==> config.mk <==
export PLATFORM = sky130hd
export DESIGN_NAME = tdma_slot_allocator_top
export DESIGN_NICKNAME = d
export VERILOG_FILES = /design/src/rtl/tdma_pkg.sv /design/src/rtl/tdma_slot_allocator_top.sv /design/src/rtl/tdma_ram.sv
export VERILOG_INCLUDE_DIRS = /design/src /design/src/rtl
export SDC_FILE = /design/constraint.sdc
export NUM_CORES = 2
export LEC_CHECK = 0
export BUFFER_PORTS_ARGS = -buffer_cell sky130_fd_sc_hd__buf_2
export CORE_AREA = 2 2 323 325
export CTS_CLUSTER_DIAMETER = 100
export DETAILED_ROUTE_END_ITERATION = 16
export DIE_AREA = 0 0 325 327
export PLACE_DENSITY = 0.74
export SYNTH_ARGS = -nofsm -noshare
export SYNTH_HDL_FRONTEND = slang
export SYNTH_SLANG_ARGS = --single-unit
==> constraint.sdc <==
create_clock -name clk -period 20.9 [get_ports clk]
set_input_delay 1.045 -clock clk [delete_from_list [all_inputs] [get_ports clk]]
set_output_delay 1.045 -clock clk [all_outputs]
set_load 0.1 [all_outputs]
==> src/rtl/assert_macros.svh <==
// Assertion macros shared by the slot allocator RTL.
`ifndef ASSERT_MACROS_SVH
`define ASSERT_MACROS_SVH
// Implication checked on every clock edge outside reset.
`define ASSERT_IMPL(label, clk, rst_n, ante, cons) \
	label: assert property (@(posedge clk) disable iff (!rst_n) (ante) |-> (cons)) \
		else $error("assertion failed");
// Next-cycle implication.
`define ASSERT_NEXT(label, clk, rst_n, ante, cons) \
	label: assert property (@(posedge clk) disable iff (!rst_n) (ante) |=> (cons)) \
		else $error("assertion failed");
`endif

==> src/rtl/tdma_pkg.sv <==
// Types and constants of the TDMA slot allocator.
package tdma_pkg;
	localparam int MAP_W = 16;
	localparam int SLOT_W = 4;
	localparam int ADDR_W = 64;

	localparam logic [2:0] ST_OK = 3'd0;
	localparam logic [2:0] ST_RANGE = 3'd1;
	localparam logic [2:0] ST_ZERO = 3'd2;
	localparam logic [2:0] ST_FULL = 3'd3;
	localparam logic [2:0] ST_NOFREE = 3'd4;

	localparam logic ACT_HB = 1'b0;
	localparam logic ACT_TICK = 1'b1;

	typedef struct packed {
		logic action;
		logic [ADDR_W-1:0] sender_addr;
		logic [SLOT_W-1:0] heard_slot;
		logic [MAP_W-1:0] heard_colmap;
		logic [MAP_W-1:0] heard_nbrmap;
		logic [MAP_W-1:0] random_value;
	} in_item_t;

	typedef struct packed {
		logic [2:0] status;
		logic send_heartbeat;
		logic [MAP_W-1:0] out_colmap;
		logic [MAP_W-1:0] out_nbrmap;
		logic [SLOT_W-1:0] own_slot;
		logic [SLOT_W-1:0] wait_slots;
	} out_item_t;

	function automatic logic [MAP_W-1:0] slot_bit(input logic [SLOT_W-1:0] s);
		slot_bit = MAP_W'(1) << s;
	endfunction
endpackage

==> src/rtl/tdma_slot_allocator_top.sv <==
// Top level of the TDMA slot allocator: sequencer, neighbor table and slot probe.
//
// One word is processed at a time and the input is not ready meanwhile. From the
// accepting edge to the edge that raises out_valid, a heartbeat with a usable slot
// passes setup, a walk of one table entry per cycle through the registered address
// RAM, the table update and the result; a rejected heartbeat or a tick on an
// inactive node passes only setup and result. An active tick passes setup, the walk
// (own slot first, then the table) and the result, plus the reduction of the random
// start and the probe of candidates (up to 15) when a new slot is needed. The table
// walk and the probe set the rate. A result waits in an output register; the block
// is ready for the next word in the cycle after that result is taken.
module tdma_slot_allocator_top #(
	parameter int MAX_PEERS   = 15,
	parameter int FRAME_SLOTS = 16,
	parameter int PEER_TTL    = 3
) (
	input  logic                clk,
	input  logic                arst_n,
	input  logic                cfg_valid,
	output logic                cfg_ready,
	input  logic                cfg_data,
	input  logic                in_valid,
	output logic                in_ready,
	input  tdma_pkg::in_item_t  in_data,
	output logic                out_valid,
	input  logic                out_ready,
	output tdma_pkg::out_item_t out_data
);
	import tdma_pkg::*;
	`include "assert_macros.svh"

	localparam int IW = $clog2(MAX_PEERS);
	localparam int CW = $clog2(MAX_PEERS + 1);
	localparam int TW = $clog2(PEER_TTL + 1);
	localparam int SPAN = (FRAME_SLOTS - 1) > 15 ? 15 : (FRAME_SLOTS - 1);
	// reciprocal of SPAN for the probe start: quotient = (rnd * RECIP) >> RSH
	localparam int RL = $clog2(SPAN);
	localparam int RSH = MAP_W + RL;
	localparam logic [MAP_W:0] RECIP =
		(MAP_W + 1)'(((64'd1 << RSH) + 64'(SPAN) - 64'd1) / 64'(SPAN));

	typedef enum logic [7:0] {
		S_IDLE  = 8'b00000001,
		S_HBRD  = 8'b00000010,
		S_HBWR  = 8'b00000100,
		S_PROBE = 8'b00001000,
		S_WALK  = 8'b00010000,
		S_OUT   = 8'b00100000,
		S_START = 8'b01000000,
		S_MOD   = 8'b10000000
	} state_t;

	state_t state_q;
	in_item_t item_q;
	logic [TW-1:0] ttl_q [MAX_PEERS];
	logic [SLOT_W-1:0] pslot_q [MAX_PEERS];
	logic [MAP_W-1:0] latched_q, gather_q, ocol_q, onbr_q;
	logic [SLOT_W-1:0] tx_q, cand_q;
	logic coll_q, active_q;
	logic [CW-1:0] idx_q;
	logic [3:0] pcnt_q;
	logic [2:0] status_q;
	logic hit_q, free_q;
	logic [IW-1:0] hit_idx_q, free_idx_q;
	logic out_valid_q;
	out_item_t out_q;
	logic [MAP_W-1:0] quo_q;

	logic ram_we;
	logic [IW-1:0] ram_addr, prev_idx;
	logic [ADDR_W-1:0] ram_rdata;

	tdma_ram #(.WIDTH(ADDR_W), .DEPTH(MAX_PEERS)) u_addr_ram (
		.clk(clk), .we(ram_we), .addr(ram_addr), .wdata(item_q.sender_addr),
		.rdata(ram_rdata)
	);

	// entry whose RAM data is valid this cycle (read issued last cycle)
	assign prev_idx = IW'(idx_q - CW'(1));
	always_comb begin
		ram_we = (state_q == S_HBWR) && (hit_q || free_q);
		ram_addr = (state_q == S_HBWR) ? (hit_q ? hit_idx_q : free_idx_q)
			: ((idx_q < CW'(MAX_PEERS)) ? IW'(idx_q) : '0);
	end

	logic [2*MAP_W:0] prod;
	logic [MAP_W-1:0] rem;
	assign prod = {{(MAP_W + 1){1'b0}}, item_q.random_value} * {{MAP_W{1'b0}}, RECIP};
	assign rem = item_q.random_value - quo_q * MAP_W'(SPAN);

	logic [SLOT_W-1:0] cand_next;
	assign cand_next = (cand_q == SLOT_W'(SPAN)) ? SLOT_W'(1) : cand_q + SLOT_W'(1);
	logic [MAP_W-1:0] wbit;
	assign wbit = slot_bit(pslot_q[prev_idx]);

	assign in_ready = (state_q == S_IDLE) && !out_valid_q;
	assign cfg_ready = (state_q == S_IDLE) && !out_valid_q;
	assign out_valid = out_valid_q;
	assign out_data = out_q;

	always_ff @(posedge clk or negedge arst_n) begin
		if (!arst_n) begin
			state_q <= S_IDLE;
			for (int i = 0; i < MAX_PEERS; i++) ttl_q[i] <= '0;
			latched_q <= '0; gather_q <= '0; tx_q <= '0;
			coll_q <= 1'b0; active_q <= 1'b0; out_valid_q <= 1'b0;
			idx_q <= '0; pcnt_q <= '0; status_q <= ST_OK;
			hit_q <= 1'b0; free_q <= 1'b0;
		end else begin
			if (out_valid_q && out_ready) out_valid_q <= 1'b0;
			if (cfg_valid && cfg_ready) begin
				active_q <= cfg_data;
				tx_q <= SLOT_W'(cfg_data);
			end
			unique case (state_q)
				S_IDLE: begin
					if (in_valid && in_ready) begin
						item_q <= in_data;
						status_q <= ST_OK;
						idx_q <= '0;
						hit_q <= 1'b0;
						free_q <= 1'b0;
						state_q <= S_START;
					end
				end
				S_START: begin
					if (item_q.action == ACT_HB) begin
						active_q <= 1'b1;
						if (32'(item_q.heard_slot) >= FRAME_SLOTS) begin
							status_q <= ST_RANGE; state_q <= S_OUT;
						end else if (item_q.heard_slot == '0) begin
							status_q <= ST_ZERO; state_q <= S_OUT;
						end else begin
							idx_q <= CW'(1); state_q <= S_HBRD;
						end
					end else begin
						latched_q <= gather_q;
						gather_q <= '0;
						quo_q <= MAP_W'(prod >> RSH);
						pcnt_q <= '0;
						ocol_q <= '0;
						if ((tx_q == '0 || coll_q) && active_q) state_q <= S_MOD;
						else state_q <= active_q ? S_WALK : S_OUT;
						if (tx_q == '0 || coll_q) coll_q <= 1'b0;
						// walk seeds the map with the own slot first
						idx_q <= '0;
					end
				end
				S_MOD: begin
					cand_q <= SLOT_W'(rem) + SLOT_W'(1);
					state_q <= S_PROBE;
				end
				S_HBRD: begin
					// check entry prev_idx
					if (ttl_q[prev_idx] != '0) begin
						if (!hit_q && ram_rdata == item_q.sender_addr) begin
							hit_q <= 1'b1; hit_idx_q <= prev_idx;
						end
					end else if (!free_q) begin
						free_q <= 1'b1; free_idx_q <= prev_idx;
					end
					if (idx_q == CW'(MAX_PEERS)) state_q <= S_HBWR;
					else idx_q <= idx_q + CW'(1);
				end
				S_HBWR: begin
					if (hit_q || free_q) begin
						gather_q <= gather_q | item_q.heard_nbrmap;
						if ((item_q.heard_colmap & slot_bit(tx_q)) != '0) coll_q <= 1'b1;
						ttl_q[hit_q ? hit_idx_q : free_idx_q] <= TW'(PEER_TTL);
						pslot_q[hit_q ? hit_idx_q : free_idx_q] <= item_q.heard_slot;
					end else begin
						status_q <= ST_FULL;
					end
					state_q <= S_OUT;
				end
				S_PROBE: begin
					if (cand_q != tx_q && (latched_q & slot_bit(cand_q)) == '0) begin
						tx_q <= cand_q;
						state_q <= S_WALK;
					end else if (pcnt_q == 4'(SPAN - 1)) begin
						status_q <= ST_NOFREE;
						state_q <= S_WALK;
					end else begin
						pcnt_q <= pcnt_q + 4'd1;
						cand_q <= cand_next;
					end
					idx_q <= '0;
				end
				S_WALK: begin
					if (idx_q == '0) begin
						onbr_q <= slot_bit(tx_q);
						idx_q <= CW'(1);
					end else begin
						if (ttl_q[prev_idx] != '0) begin
							if ((onbr_q & wbit) != '0) begin
								if (tx_q != '0 && pslot_q[prev_idx] == tx_q) coll_q <= 1'b1;
								ocol_q <= ocol_q | wbit;
							end
							onbr_q <= onbr_q | wbit;
							ttl_q[prev_idx] <= ttl_q[prev_idx] - TW'(1);
						end
						if (idx_q == CW'(MAX_PEERS)) state_q <= S_OUT;
						else idx_q <= idx_q + CW'(1);
					end
				end
				S_OUT: begin
					out_q.status <= status_q;
					out_q.send_heartbeat <= item_q.action == ACT_TICK && active_q;
					out_q.out_colmap <= (item_q.action == ACT_TICK && active_q) ? ocol_q : '0;
					out_q.out_nbrmap <= (item_q.action == ACT_TICK && active_q) ? onbr_q : '0;
					out_q.own_slot <= tx_q;
					out_q.wait_slots <= (coll_q || tx_q == '0) ? '0 : tx_q;
					out_valid_q <= 1'b1;
					state_q <= S_IDLE;
				end
				default: state_q <= S_IDLE;
			endcase
		end
	end

	`ASSERT_IMPL(a_busy_not_ready, clk, arst_n, state_q != S_IDLE, !in_ready)
	`ASSERT_NEXT(a_out_after_done, clk, arst_n, state_q == S_OUT, out_valid_q)
	`ASSERT_IMPL(a_write_in_hbwr, clk, arst_n, ram_we, state_q == S_HBWR)
endmodule

==> src/rtl/tdma_ram.sv <==
// Generic single-port RAM with registered read.
module tdma_ram #(
	parameter int WIDTH = 8,
	parameter int DEPTH = 16
) (
	input  logic                     clk,
	input  logic                     we,
	input  logic [$clog2(DEPTH)-1:0] addr,
	input  logic [WIDTH-1:0]         wdata,
	output logic [WIDTH-1:0]         rdata
);
	logic [WIDTH-1:0] mem_q [DEPTH];

	always_ff @(posedge clk) begin
		if (we) mem_q[addr] <= wdata;
		rdata <= mem_q[addr];
	end
endmodule
==> out/results.ini <==
[status]
status=finished, final reports clean

[timing]
setup_skew_ps=22.70
slew_viol_final=0
worst_slew_pin_slew_ps=1275
period_share=0.2639
report.final.hold_viol_count=0
setup_viol_count_final=0
final_critical_path_setup_slack_ps=15380
holdWs_ps=311.2
setup_repair_after_global_routing_missed_its_margin=no
max_clk_rate_mhz=181.3
timing.final.crit_period_ps=5516
sum_of_negative_setup_slack_ps=0
slew_headroom=0.1471

[clock_network]
clk_pin_slew_worst_paths_ps=60
ctsLongestPathBuffers=3
clock-root-buffer=sky130_fd_sc_hd__clkbuf_16
post_cts_hold_buffer_count=0
count_of_cells_resized_by_post_cts_repair=0
cts_made_buffers=139
cts.htree.levels=4
buffers_inserted_during_post_cts_setup_optimization=0
clock_sinks=1383
worst_skew_pair.late_latency_ps=760
clock_tree_from_tritoncts=yes

[placed_design]
io_buffer_count=169
worst_slack_at_placement_ps=15420
place.gp.congestion=0.9573
hpwlAfterDp_um=68690

[grt]
first_global_vias=30420
globalRouteTotalUtil=0.2365
grt_first_pass_wirelength_um=189500
gr-total-overflow=0
antenna_found_initial=3
grt_max_degree=138

[setup_path]
critPathArrivalTime_ps=5880
cp_top_family=buffers and inverters
cp.required_ps=21260
worst_path_max_delay_cell=sky130_fd_sc_hd__buf_4
setup.worst_path.start_class=register
crit_buf_inv=4
worstRegToRegCells=10
worst-r2r-setup-slack_ps=15380
critical_path.reg2reg.startpoint=idx_q[0]$_DFFE_PN0P_
rr_endpoint=u_addr_ram.mem_q[2][38]$_DFFE_PP_
critPathMaxFanout=137
path_class=reg -> reg
worstPathCellList=ha_1 -> nand3_1 -> nand3_1 -> o21ai_4 -> buf_4 -> buf_12 -> nand3_1 -> nor3_2 -> buf_4 -> buf_4
worstSetupEndpointType=register
crit_path_max_incr_delay_ps=810

[synth]
synth.yosys.seq_area_share=0.7357
synth.ff_latch_count=1383
syn_area_per_cell_um2=16.88
synth_fp_nets=3475
number_of_distinct_library_cells_after_synthesis=81
synth_ff_type=sky130_fd_sc_hd__edfxtp_1
synth.yosys.warnings=0
synth_cells=3257
number_of_synthesized_flops_with_an_enable_pin=1229
asyncSetResetFlopFracSynth=0.06508
cell_area_after_technology_mapping_um2=54970

[detailed_routing]
route.detailed.wl_per_inst_um=25.19
routed-via-count=30300
detailedRoute.firstPassIterationCount=5
number_of_design_rule_violations_left_by_the_first_detailed_router_iteration=3612
antenna_left=0
route.final.wire_length_um=124700
number_of_remaining_drc_errors=0
detail_route.vias_per_cell=6.121

[die]
floorplan.die.height_um=327
floorplan.die.width_um=325
standard_cell_rows=118
initial_core_util=0.5341
floorplan.core_area_um2=102900
ios=170
dieArea_um2=106300

[power]
power.density_nw_per_um2=114.9
power.clock.fraction=0.347
peakVddDrop_v=0.00008433
cell_internal_pwr_mw=5.182
power.leakage_nw=20.89
sw_frac_of_total=0.2725
sequentialPowerShare=0.474
combPwrFrac=0.179
netSwitchingPower_mw=1.941

[finish]
antenna-diode-count=0
area.growth.synth_to_final_pct=12.81
layout.nets=3670
drive_above_1_share=0.1933

[hold_path]
hold_class=in -> async

[flow_run]
max_cap_viol_count=0

cell type report:
type                       count  area, µm²
sequential                  1383      40440
timing repair buffer         225       1294
clock buffer                 201       3988
clock inverter                58      603.1
tap                         1380       1727
multi-input combinational   1618      13620
fill                        7298      40900
inverter                      85      331.6
synth_stat cells, drive strengths merged, types with 64 or more instances:
cell type | n | area (µm²)
nand2 | 358 | 1344
ha | 74 | 925.9
edfxtp | 1229 | 36910
dfxtp | 64 | 1281
mux4 | 215 | 4842
xnor2 | 65 | 569.3
a211oi | 66 | 508.0
inv | 84 | 315.3
dfrtp | 89 | 2227
clkbuf | 113 | 424.2
a311oi | 66 | 578.1
nor2 | 223 | 837.1
a31oi | 74 | 462.9
a21oi | 78 | 390.4
how the worst max path moves through the flow:
stage	from	to	cells after the start
2_1_floorplan	state_q[1]$_DFFE_PN0P_	item_q[0]$_DFFE_PP_	5
3_5_place_dp	idx_q[0]$_DFFE_PN0P_	u_addr_ram.mem_q[6][10]$_DFFE_PP_	10
5_1_grt	idx_q[0]$_DFFE_PN0P_	u_addr_ram.mem_q[2][39]$_DFFE_PP_	10
3_3_place_gp	idx_q[0]$_DFFE_PN0P_	u_addr_ram.mem_q[6][16]$_DFFE_PP_	10
6_report	idx_q[0]$_DFFE_PN0P_	u_addr_ram.mem_q[2][38]$_DFFE_PP_	10
4_1_cts	idx_q[0]$_DFFE_PN0P_	u_addr_ram.mem_q[2][39]$_DFFE_PP_	10
routing by layer:
layer / routed length [µm] / share of wire / track usage
met2: 60480 / 0.49 / 0.3827
met5: 0 / 0 / 0
met1: 49920 / 0.40 / 0.3288
met4: 3799 / 0.030 / 0.08082
met3: 10490 / 0.084 / 0.04190
registers in the layout, summed over array words and instances, names as in the netlist, 8 cells and up:
name / cells
item_q: 117
ttl_q: 30
ocol_q: 16
onbr_q: 16
u_addr_ram.rdata: 64
pslot_q: 60
out_data: 44
gather_q: 16
state_q: 8
latched_q: 16
u_addr_ram.mem_q: 960
layout by cell type (no fill, tap or decap), types with 33 or more instances in the layout:
master,synthesis,layout
sky130_fd_sc_hd__mux4_2,215,215
sky130_fd_sc_hd__o21ai_0,33,33
sky130_fd_sc_hd__inv_1,83,83
sky130_fd_sc_hd__nand2_1,358,358
sky130_fd_sc_hd__buf_2,36,168
sky130_fd_sc_hd__buf_4,2,55
sky130_fd_sc_hd__and3_1,38,38
sky130_fd_sc_hd__clkbuf_1,113,40
sky130_fd_sc_hd__clkbuf_16,0,144
sky130_fd_sc_hd__ha_1,74,74
sky130_fd_sc_hd__dfrtp_1,89,88
sky130_fd_sc_hd__edfxtp_1,1229,1229
sky130_fd_sc_hd__nor2_1,223,221
sky130_fd_sc_hd__a21oi_1,78,78
sky130_fd_sc_hd__a211oi_1,65,65
sky130_fd_sc_hd__a311oi_1,66,66
sky130_fd_sc_hd__nand3_1,57,57
sky130_fd_sc_hd__xnor2_1,65,65
sky130_fd_sc_hd__a31oi_1,74,74
sky130_fd_sc_hd__dfxtp_1,64,64
through the flow:
step	cells	cell area, µm²	utilization	power [mW]
2_1_floorplan	3257	54970	-	4.370
4_1_cts	4950	62010	0.6026	7.173
5_1_grt	4950	62010	0.6026	7.424
3_3_place_gp	4691	57420	0.5580	4.676
6_report	4950	62010	0.6026	7.123
3_5_place_dp	4691	57420	0.5580	4.707
worst reg2reg max path: cells and delay by family, from the launching register on:
family / cells / cell delay [ps]
compound gates: 1 / 100
flops: 1 / 750
simple gates: 4 / 1130
fa+ha+maj: 1 / 430
buf+inv: 4 / 2650
power groups by stage:
stage | combinational, mW | sequential (mW) | clock, mW
final | 1.28 | 3.37 | 2.47
after CTS | 1.29 | 3.37 | 2.51
after detailed placement | 1.28 | 3.43 | 0
after floorplan | 1.01 | 3.36 | 0
after global routing | 1.41 | 3.40 | 2.62
after global placement | 1.25 | 3.42 | 0
cells by family after synthesis:
| kind of cell | after synthesis | share of synthesized area |
|---|---|---|
| buffers and inverters | 256 | 0.01921 |
| xor gates and xnor gates | 77 | 0.01227 |
| adders and majority gates | 95 | 0.02449 |
| DFF | 1383 | 0.7357 |
| and+or+nand+nor | 805 | 0.06426 |
| AOI/OAI and AO/OA | 403 | 0.05145 |
| muxes | 238 | 0.09258 |
Note: power is estimated with default switching activity, not from simulation.
